## config.mk

```make
export PLATFORM = sky130hd
export DESIGN_NAME = dual_motor_powertrain_supervisor_core
export DESIGN_NICKNAME = d
export VERILOG_FILES = /design/src/dmps_pkg.sv /design/src/dmps_state_eval.sv /design/src/dmps_recovery.sv /design/src/dual_motor_powertrain_supervisor_core.sv
export SDC_FILE = /design/constraint.sdc
export NUM_CORES = 1
export LEC_CHECK = 0
export BUFFER_PORTS_ARGS = -buffer_cell sky130_fd_sc_hd__buf_2
export CAP_MARGIN = 30
export CORE_ASPECT_RATIO = 1.5
export CORE_UTILIZATION = 35
export CTS_CLUSTER_SIZE = 24
export DETAILED_ROUTE_END_ITERATION = 7
export SLEW_MARGIN = 20
export SYNTH_ARGS = -nofsm -noshare
export SYNTH_HDL_FRONTEND = slang
export SYNTH_SLANG_ARGS = --single-unit
```

## constraint.sdc

```tcl
create_clock -name clk -period 5.65 [get_ports clk]
set_input_delay 0.8475 -clock clk [delete_from_list [all_inputs] [get_ports clk]]
set_output_delay 0.8475 -clock clk [all_outputs]
set_load 0.01 [all_outputs]
```

## src/dmps_pkg.sv

```systemverilog
package dmps_pkg;

  localparam int unsigned SPEED_W   = 16;
  localparam int unsigned THROT_W   = 16;
  localparam int unsigned CFG_W     = 16;
  localparam int unsigned CFG_IDX_W = 3;
  localparam int unsigned LATCH_W   = 7;
  localparam int unsigned MASK_W    = 4;
  localparam int unsigned STATE_W   = 3;
  localparam int unsigned NUM_RECOV = 3;

  // register indexes on the configuration port
  localparam logic [CFG_IDX_W-1:0] CFG_USE_MOTOR_ONE     = 3'd0;
  localparam logic [CFG_IDX_W-1:0] CFG_USE_MOTOR_TWO     = 3'd1;
  localparam logic [CFG_IDX_W-1:0] CFG_STOPPING_SPEED    = 3'd2;
  localparam logic [CFG_IDX_W-1:0] CFG_STOPPING_THROTTLE = 3'd3;
  localparam logic [CFG_IDX_W-1:0] CFG_STARTING_THROTTLE = 3'd4;
  localparam logic [CFG_IDX_W-1:0] CFG_FAULT_TIMEOUT     = 3'd5;

  localparam logic [CFG_W-1:0] FAULT_TIMEOUT_RESET = 16'd25;

  // occurred-fault bits that clear at once: temperature and voltage
  localparam logic [LATCH_W-1:0] INSTANT_CLEAR_MASK = 7'b0111000;

  typedef enum logic [STATE_W-1:0] {
    MS_IDLE       = 3'd0,
    MS_STOP       = 3'd1,
    MS_RUN        = 3'd2,
    MS_FAULT_NOW  = 3'd3,
    MS_FAULT_OVER = 3'd4,
    MS_OTHER      = 3'd5
  } motor_state_t;

  typedef struct packed {
    logic              stop_request;
    logic              start_allowed;
    logic              powertrain_active;
    logic              powertrain_stopped;
    logic [MASK_W-1:0] standby_faults;
    logic [MASK_W-1:0] start_stop_faults;
    logic [MASK_W-1:0] run_faults;
  } eval_t;

endpackage

```

## src/dmps_state_eval.sv

```systemverilog
module dmps_state_eval (
  input  logic signed [dmps_pkg::SPEED_W-1:0]  speed_one,
  input  logic signed [dmps_pkg::SPEED_W-1:0]  speed_two,
  input  logic        [dmps_pkg::THROT_W-1:0]  throttle_level,
  input  logic                                 brake_pressed,
  input  logic                                 power_enabled,
  input  logic        [dmps_pkg::STATE_W-1:0]  state_one,
  input  logic        [dmps_pkg::STATE_W-1:0]  state_two,
  input  logic                                 use_motor_one,
  input  logic                                 use_motor_two,
  input  logic        [dmps_pkg::CFG_W-1:0]    stopping_speed,
  input  logic        [dmps_pkg::CFG_W-1:0]    stopping_throttle,
  input  logic        [dmps_pkg::CFG_W-1:0]    starting_throttle,
  output dmps_pkg::eval_t                      eval
);
  import dmps_pkg::*;

  logic [SPEED_W:0]  mag [2];
  logic              slow [2];
  logic              used [2];
  logic [STATE_W-1:0] st [2];
  logic              is_fault [2];
  logic              unexp_sb [2];
  logic              unexp_rn [2];
  logic              not_run [2];
  logic              not_stopped [2];

  assign used[0] = use_motor_one;
  assign used[1] = use_motor_two;
  assign st[0]   = state_one;
  assign st[1]   = state_two;

  // magnitude is one bit wider so that the most negative speed fits
  assign mag[0] = speed_one[SPEED_W-1] ? (17'h10000 - {1'b0, speed_one}) : {1'b0, speed_one};
  assign mag[1] = speed_two[SPEED_W-1] ? (17'h10000 - {1'b0, speed_two}) : {1'b0, speed_two};

  always_comb begin
    for (int m = 0; m < 2; m++) begin
      is_fault[m] = 1'b0;
      unexp_sb[m] = 1'b0;
      unexp_rn[m] = 1'b0;
      unique case (st[m])
        MS_IDLE: begin
          unexp_rn[m] = 1'b1;
        end
        MS_STOP: begin
          unexp_rn[m] = 1'b1;
        end
        MS_RUN: begin
          unexp_sb[m] = 1'b1;
        end
        MS_FAULT_NOW, MS_FAULT_OVER: begin
          is_fault[m] = 1'b1;
        end
        default: begin
          unexp_sb[m] = 1'b1;
          unexp_rn[m] = 1'b1;
        end
      endcase
      not_run[m]     = (st[m] != MS_RUN);
      not_stopped[m] = (st[m] != MS_IDLE) && !is_fault[m];
      // an unused motor counts as slow
      slow[m] = !used[m] || (mag[m] <= {1'b0, stopping_speed});
    end
  end

  always_comb begin
    eval = '0;
    eval.stop_request  = (slow[0] && slow[1] && (throttle_level < stopping_throttle))
                         || !power_enabled || brake_pressed;
    eval.start_allowed = (throttle_level > starting_throttle) && power_enabled
                         && !brake_pressed;
    eval.powertrain_active  = !(used[0] && not_run[0]) && !(used[1] && not_run[1]);
    eval.powertrain_stopped = !(used[0] && not_stopped[0]) && !(used[1] && not_stopped[1]);
    for (int m = 0; m < 2; m++) begin
      eval.standby_faults[2*m]      = used[m] && is_fault[m];
      eval.standby_faults[2*m+1]    = used[m] && unexp_sb[m];
      eval.start_stop_faults[2*m]   = used[m] && is_fault[m];
      eval.start_stop_faults[2*m+1] = 1'b0;
      eval.run_faults[2*m]          = used[m] && is_fault[m];
      eval.run_faults[2*m+1]        = used[m] && unexp_rn[m];
    end
  end

endmodule

```

## src/dmps_recovery.sv

```systemverilog
module dmps_recovery #(
  parameter int unsigned COUNTER_WIDTH = 16
) (
  input  logic                             clk,
  input  logic                             rst,
  input  logic                             update,
  input  logic                             used,
  input  logic                             fault_now,
  input  logic [dmps_pkg::CFG_W-1:0]       fault_timeout,
  input  logic [dmps_pkg::LATCH_W-1:0]     latched,
  output logic [dmps_pkg::LATCH_W-1:0]     latched_after
);
  import dmps_pkg::*;

  localparam int unsigned CMP_W = (COUNTER_WIDTH > CFG_W) ? COUNTER_WIDTH : CFG_W;

  logic [COUNTER_WIDTH-1:0] counter      [NUM_RECOV];
  logic [COUNTER_WIDTH-1:0] counter_next [NUM_RECOV];
  logic                     recover_en;
  logic [LATCH_W-1:0]       cleared;

  // no recovery while either motor reports a current fault
  assign recover_en = used && !fault_now;

  always_comb begin
    cleared = latched;
    for (int b = 0; b < NUM_RECOV; b++) begin
      counter_next[b] = counter[b];
      if (latched[b]) begin
        if (CMP_W'(counter[b]) >= CMP_W'(fault_timeout)) begin
          cleared[b]      = 1'b0;
          counter_next[b] = '0;
        end else begin
          counter_next[b] = counter[b] + COUNTER_WIDTH'(1);
        end
      end
    end
    latched_after = recover_en ? (cleared & ~INSTANT_CLEAR_MASK) : latched;
  end

  always_ff @(posedge clk) begin
    if (rst) begin
      for (int b = 0; b < NUM_RECOV; b++) counter[b] <= '0;
    end else if (update && recover_en) begin
      for (int b = 0; b < NUM_RECOV; b++) counter[b] <= counter_next[b];
    end
  end

endmodule

```

## src/dual_motor_powertrain_supervisor_core.sv

```systemverilog
// channel | handshake                | payload
// in      | in_valid / in_stall      | speed_one .. latched_two
// out     | out_valid / out_stall    | stop_request .. fault_acknowledge
// cfg     | cfg_write                | cfg_index, cfg_data
//
// one transaction per cycle unless out_stall holds the result register; each
// result passes the input register, then the result register and counter update
// the recovery counters advance when a transaction moves into the result register
// out_stall holds the result register; the input register still takes one more
// transaction, then in_stall rises until the result is taken
// reset clears valids and counters and sets configuration registers to their
// reset values
module dual_motor_powertrain_supervisor_core #(
  parameter int unsigned COUNTER_WIDTH = 16
) (
  input  logic                                 clk,
  input  logic                                 rst,
  input  logic                                 cfg_write,
  input  logic        [dmps_pkg::CFG_IDX_W-1:0] cfg_index,
  input  logic        [dmps_pkg::CFG_W-1:0]    cfg_data,
  input  logic                                 in_valid,
  output logic                                 in_stall,
  input  logic signed [dmps_pkg::SPEED_W-1:0]  speed_one,
  input  logic signed [dmps_pkg::SPEED_W-1:0]  speed_two,
  input  logic        [dmps_pkg::THROT_W-1:0]  throttle_level,
  input  logic                                 brake_pressed,
  input  logic                                 power_enabled,
  input  logic        [dmps_pkg::STATE_W-1:0]  state_one,
  input  logic        [dmps_pkg::STATE_W-1:0]  state_two,
  input  logic                                 fault_now_one,
  input  logic                                 fault_now_two,
  input  logic        [dmps_pkg::LATCH_W-1:0]  latched_one,
  input  logic        [dmps_pkg::LATCH_W-1:0]  latched_two,
  output logic                                 out_valid,
  input  logic                                 out_stall,
  output logic                                 stop_request,
  output logic                                 start_allowed,
  output logic                                 powertrain_active,
  output logic                                 powertrain_stopped,
  output logic        [dmps_pkg::MASK_W-1:0]   standby_faults,
  output logic        [dmps_pkg::MASK_W-1:0]   start_stop_faults,
  output logic        [dmps_pkg::MASK_W-1:0]   run_faults,
  output logic                                 fault_remaining,
  output logic                                 fault_acknowledge
);
  import dmps_pkg::*;

  logic               use_one;
  logic               use_two;
  logic [CFG_W-1:0]   stop_speed;
  logic [CFG_W-1:0]   stop_throttle;
  logic [CFG_W-1:0]   start_throttle;
  logic [CFG_W-1:0]   timeout;

  logic                      s1_valid;
  logic signed [SPEED_W-1:0] s1_speed_one;
  logic signed [SPEED_W-1:0] s1_speed_two;
  logic [THROT_W-1:0]        s1_throttle;
  logic                      s1_brake;
  logic                      s1_power;
  logic [STATE_W-1:0]        s1_state_one;
  logic [STATE_W-1:0]        s1_state_two;
  logic                      s1_fault_now;
  logic [LATCH_W-1:0]        s1_latched_one;
  logic [LATCH_W-1:0]        s1_latched_two;

  logic               s2_load;
  logic               s1_move;
  logic               in_take;
  eval_t              eval;
  logic [LATCH_W-1:0] lat_after_one;
  logic [LATCH_W-1:0] lat_after_two;
  logic               remain;

  assign s2_load  = !out_valid || !out_stall;
  assign s1_move  = s1_valid && s2_load;
  assign in_stall = s1_valid && !s2_load;
  assign in_take  = in_valid && !in_stall;

  always_ff @(posedge clk) begin
    if (rst) begin
      use_one        <= 1'b1;
      use_two        <= 1'b0;
      stop_speed     <= '0;
      stop_throttle  <= '0;
      start_throttle <= '0;
      timeout        <= FAULT_TIMEOUT_RESET;
    end else if (cfg_write) begin
      unique case (cfg_index)
        CFG_USE_MOTOR_ONE:     use_one        <= cfg_data[0];
        CFG_USE_MOTOR_TWO:     use_two        <= cfg_data[0];
        CFG_STOPPING_SPEED:    stop_speed     <= cfg_data;
        CFG_STOPPING_THROTTLE: stop_throttle  <= cfg_data;
        CFG_STARTING_THROTTLE: start_throttle <= cfg_data;
        CFG_FAULT_TIMEOUT:     timeout        <= cfg_data;
        default: ;
      endcase
    end
  end

  // input register
  always_ff @(posedge clk) begin
    if (rst) begin
      s1_valid <= 1'b0;
    end else if (in_take) begin
      s1_valid <= 1'b1;
    end else if (s1_move) begin
      s1_valid <= 1'b0;
    end
  end

  always_ff @(posedge clk) begin
    if (in_take) begin
      s1_speed_one   <= speed_one;
      s1_speed_two   <= speed_two;
      s1_throttle    <= throttle_level;
      s1_brake       <= brake_pressed;
      s1_power       <= power_enabled;
      s1_state_one   <= state_one;
      s1_state_two   <= state_two;
      s1_fault_now   <= fault_now_one | fault_now_two;
      s1_latched_one <= latched_one;
      s1_latched_two <= latched_two;
    end
  end

  dmps_state_eval u_eval (
    .speed_one         (s1_speed_one),
    .speed_two         (s1_speed_two),
    .throttle_level    (s1_throttle),
    .brake_pressed     (s1_brake),
    .power_enabled     (s1_power),
    .state_one         (s1_state_one),
    .state_two         (s1_state_two),
    .use_motor_one     (use_one),
    .use_motor_two     (use_two),
    .stopping_speed    (stop_speed),
    .stopping_throttle (stop_throttle),
    .starting_throttle (start_throttle),
    .eval              (eval)
  );

  dmps_recovery #(.COUNTER_WIDTH(COUNTER_WIDTH)) u_recov_one (
    .clk           (clk),
    .rst           (rst),
    .update        (s1_move),
    .used          (use_one),
    .fault_now     (s1_fault_now),
    .fault_timeout (timeout),
    .latched       (s1_latched_one),
    .latched_after (lat_after_one)
  );

  dmps_recovery #(.COUNTER_WIDTH(COUNTER_WIDTH)) u_recov_two (
    .clk           (clk),
    .rst           (rst),
    .update        (s1_move),
    .used          (use_two),
    .fault_now     (s1_fault_now),
    .fault_timeout (timeout),
    .latched       (s1_latched_two),
    .latched_after (lat_after_two)
  );

  assign remain = |(lat_after_one | lat_after_two);

  // result register
  always_ff @(posedge clk) begin
    if (rst) begin
      out_valid <= 1'b0;
    end else if (s2_load) begin
      out_valid <= s1_valid;
    end
  end

  always_ff @(posedge clk) begin
    if (s1_move) begin
      stop_request       <= eval.stop_request;
      start_allowed      <= eval.start_allowed;
      powertrain_active  <= eval.powertrain_active;
      powertrain_stopped <= eval.powertrain_stopped;
      standby_faults     <= eval.standby_faults;
      start_stop_faults  <= eval.start_stop_faults;
      run_faults         <= eval.run_faults;
      fault_remaining    <= remain;
      fault_acknowledge  <= !remain;
    end
  end

endmodule

```

==> flow_results.org <==
** CTS
- The tree is rooted in a clkbuf_16.
- Post-CTS repair timing setup buffer count :: 0
- Latest clock arrival within the worst-skew pair :: about 0.56 ns
- Hold-fix buffers, CTS :: 0
- CTS tree :: yes
- The clock passes through at most 3 buffers.
- For this design, the sink count on the clock tree is between 200 and 250.
- In this run the number of H-tree levels came out at 1.
- Number of buffers inserted during clock tree synthesis :: 27
- Clock-pin slew on the worst setup and hold paths :: about 0.070 ns
- After clock tree synthesis, the repair step resized 0 gates.

** STA
- Setup violations remaining at the end of the flow were counted as 0.
- Setup_tns :: 0 ns
- Static timing analysis puts the maximum clock frequency at between 200 and 300 MHz.
- Hold timing on the final database bottoms out at a slack of 0.455 ns.
- For the pin with the worst max-slew slack, the measured transition is 0.871 ns.
- Setup repair after global routing left no endpoint under its margin.
- Total count of hold-check failures in the final report :: 0
- On the final layout, the worst clock skew is about 0.021 ns.
- In the finished design, the share of the clock period the worst path needs comes to 0.648.
- Post-layout min period :: 3.66 ns
- The number of max-slew violations in the final report came to 0.
- Measured against its own limit, the worst slew margin works out to 0.419.

** Floorplanning
- Die span in y :: around 250 um
- Num ports :: ~120
- Width of the die :: 166 um
- Die area :: approximately 0.041 mm2
- For this configuration, the core starts out at a cell density of 0.354.
- The core region is approximately 0.04 mm2.
- Number of core rows :: 90

** Yosys
- Flip-flop cell with the highest count after synthesis :: edfxtp_1
- Proportion of synthesized flip-flops having asynchronous set or reset :: 0
- For this run, the register share of the synthesized area comes to 0.475.
- After synthesis the netlist holds a flip-flop and latch count of approximately 250.
- Yosys printed 0 warnings.
- Count of flip-flops with a built-in enable after synthesis :: around 180
- The number of different library cells used by synthesis comes to slightly above 60.
- In this run the mean area of a mapped cell was ~10 um2.
- Post-synthesis cell area :: ~0.014 mm2
- After technology mapping, the gate count stands at around 1400.

** Setup path
- For the worst setup path, the data required time is about 5.9 ns.
- At the worst endpoint, the arrival time is 3.92 ns.
- Critical path launch point type :: flop
- Measured in cells, the most critical reg-to-reg path has a length of 12.
- Crit path capture type :: flop
- Worst-path maximum fanout :: 5
- By startpoint and endpoint, the worst setup path is classified as flop to flop.
- Setup slack on the worst reg-to-reg path comes out at approximately 2.0 ns.
- Endpoint of the worst register-to-register path :: stop_request$_DFFE_PP_
- Worst r2r src :: s1_speed_one[3]$_DFFE_PP_

** Cells and area
- Compared with the post-synthesis result, the final layout area differs by 14.8%.
- Net total in the final layout :: roughly 1800
- Final standard cell count with taps included and fillers excluded :: a little over 2000
- Fraction of final layout cells with drive strength greater than 1 :: 0.116

** Power and ir drop
- Clock network power share :: 0.436
- Switching power :: around 1.1 mW
- Portion of total power attributed to combinational logic :: 0.092
- Max VDD drop :: 0.248 mV
- LEAKAGE :: about 6.1 nW
- The internal power of the cells totals between 3 and 4 mW.
- Power Dens Cells :: between 200 and 300 mW/mm2
- Part of the power in registers :: 0.472
- Of the total power, the share spent switching nets is 0.242.

** Placement
- Once detailed placement completed, the half-perimeter wirelength came to roughly 26000 um.
- Cell count after placement :: between 2000 and 2500
- IO Port Bufs :: 113
- GPL Wtd Cong :: around 0.90

** Global routing
- Entering global routing, the biggest net connects 76 pins.
- Number of global-route vias before repair :: approximately 11000
- Gr usage total :: 0.171
- The number of antenna violations at the first check in global routing was 2.
- Wire length of the first global-routing pass :: 56000 um
- Total overflow reported by the global router :: 0

** Status
- Violated checks :: DRC
- The flow ran to the end, but the final reports show violations.

** Detailed routing
- For this run, design rule violations remaining after detail routing come to 6.
- The detailed router finished its first iteration with ~540 violations.
- The routed layout has 10676 vias.
- Count of TritonRoute iterations in the first routing pass :: 7
- Average wire length per cell after detail routing :: 17.0 um
- Mean number of vias per cell :: about 5.2
- After detailed routing, the total wire length is 35100 um.
- Final antenna-violating net count :: 0

** Job
- Max-cap violations in this run came to 0.

** Hold path
- Hold worst-path end :: stop_speed[15]$_SDFFE_PP0P_
- The worst hold path begins at stop_speed[15]$_SDFFE_PP0P_.
- Cell count of the worst hold path :: 2
- Hold crit path type :: flop to flop
-- worst max-delay path: stages (launching register included) --
cell	delay, ns
edfxtp_1	0.46
or4_4	0.58
or3_4	0.35
or3_4	0.34
or3_4	0.37
o31ai_4	0.18
xnor2_1	0.10
ha_1	0.30
nand3_1	0.10
nor3_1	0.20
o31ai_1	0.11
a31oi_1	0.21
a221oi_1	0.08
-- layer usage --
| metal | part of all wire | track usage | vias to the layer above |
|---|---|---|---|
| met2 | 0.52 | 0.322 | 219 |
| met4 | 0.034 | 0.0643 | 2 |
| met1 | 0.40 | 0.194 | 5101 |
| met3 | 0.040 | 0.0228 | 65 |
| met5 | 0.00037 | 0 | - |
| li1 | - | - | 5289 |
-- power by group through the flow --
stage / Combinational, mW / Sequential [mW] / Clock (mW)
2_1_floorplan: 0.274 / 2.11 / 0
3_3_place_gp: 0.390 / 2.13 / 0
3_5_place_dp: 0.407 / 2.13 / 0
4_1_cts: 0.411 / 2.09 / 2.00
5_1_grt: 0.466 / 2.10 / 2.06
6_report: 0.406 / 2.09 / 1.93
-- worst max path at each step --
| stage | startpoint | endpoint |
|---|---|---|
| global placement | s1_speed_one[3]$_DFFE_PP_ | stop_request$_DFFE_PP_ |
| global route | s1_speed_one[3]$_DFFE_PP_ | stop_request$_DFFE_PP_ |
| floorplan | out_stall | s1_brake$_DFFE_PP_ |
| finish | s1_speed_one[3]$_DFFE_PP_ | stop_request$_DFFE_PP_ |
| detailed placement | s1_speed_one[3]$_DFFE_PP_ | stop_request$_DFFE_PP_ |
| CTS | s1_speed_one[3]$_DFFE_PP_ | stop_request$_DFFE_PP_ |
-- cells by family (layout without fill, tap and decap cells) --
logic type	Yosys count	in the layout	share of synthesized area
buffers and inverters	127	261	0.0352
flip-flops	247	247	0.475
other	1	3	0.000264
XOR/XNOR	108	108	0.0666
multiplexers	3	3	0.00212
AO/OA/AOI/OAI	240	240	0.100
adder cells (fa/ha/maj)	167	167	0.147
AND/OR/NAND/NOR	533	533	0.174
-- layout make-up --
cell class              count  area (um2)
clock inverters            18         230
inverters                  89         334
repair buffers            122         653
clock buffers              32         737
diodes                      1        2.50
fillers                  3941       23800
multi-input cells        1053        6980
well taps                 506         633
flip-flops and latches    247        6740
-- state kept, by name, indices dropped and copies added, names as in the netlist, 2 cells and up --
name                 count
u_recov_one.counter     48
u_recov_two.counter     48
s1_speed_one            16
s1_speed_two            16
s1_throttle             16
start_throttle          16
stop_speed              16
stop_throttle           16
timeout                 16
s1_latched_one           7
s1_latched_two           7
standby_faults           4
s1_state_one             3
s1_state_two             3
run_faults               2
-- per-stage QoR --
step / setup WS, ns / cell area [um2] / util / power, mW
6_report: 1.99 / 16300 / 0.407 / 4.43
5_1_grt: 1.83 / 16300 / 0.407 / 4.62
4_1_cts: 1.99 / 16300 / 0.407 / 4.50
3_5_place_dp: 1.98 / 15300 / 0.382 / 2.54
3_3_place_gp: 2.09 / 15300 / 0.381 / 2.52
2_1_floorplan: 0.901 / 14200 / - / 2.38
-- Yosys cell counts, drive strengths merged (3+ instances only) --
cell       n  area, um2
nand2    208        781
edfxtp   179       5380
ha       167       2090
nor2     136        510
a21oi    128        641
inv       89        334
dfxtp     68       1360
xor2      56        490
xnor2     52        455
nand3     45        225
o21ai     43        215
nand4     32        200
clkbuf    31        116
and3      25        156
nand2b    17        106
a21o      15        113
nor2b     14       87.6
nor3      12       60.1
or3       12       90.1
o31ai     10       88.8
a2111oi    7       61.3
and4       7       61.3
buf        7       48.8
a211oi     5       37.5
nand3b     5       37.5
o21a       5       37.5
or2        5       31.3
and2       4       25.0
a221oi     3       26.3
mux2i      3       30.0
nor4b      3       26.3
o41ai      3       26.3
-- layout by cell type, fill, tap and decap left out, types with 4 or more instances in the layout --
cell type  netlist  final
o31ai_1          9      9
nor2b_1         14     13
nand4_1         32     32
and3_1          25     25
and4_1           7      7
a211oi_1         5      5
buf_4            6      8
or2_2            5      5
dfxtp_1         68     68
a21oi_1        128    128
a21o_1          15     15
nand3_1         45     45
nand2b_1        17     17
nand3b_1         5      5
ha_1           167    167
buf_2            0    113
xor2_1          56     56
clkbuf_16        0     29
o21a_1           5      5
a2111oi_0        7      7
inv_1           89     89
o21ai_0         42     42
xnor2_1         52     52
bufinv_16        0      5
clkinv_2         0      8
nor3_1          12     12
edfxtp_1       179    179
nor2_1         136    136
nand2_1        208    208
and2_1           4      4
or3_1            9      9
Power figures use the tool's default switching activity.
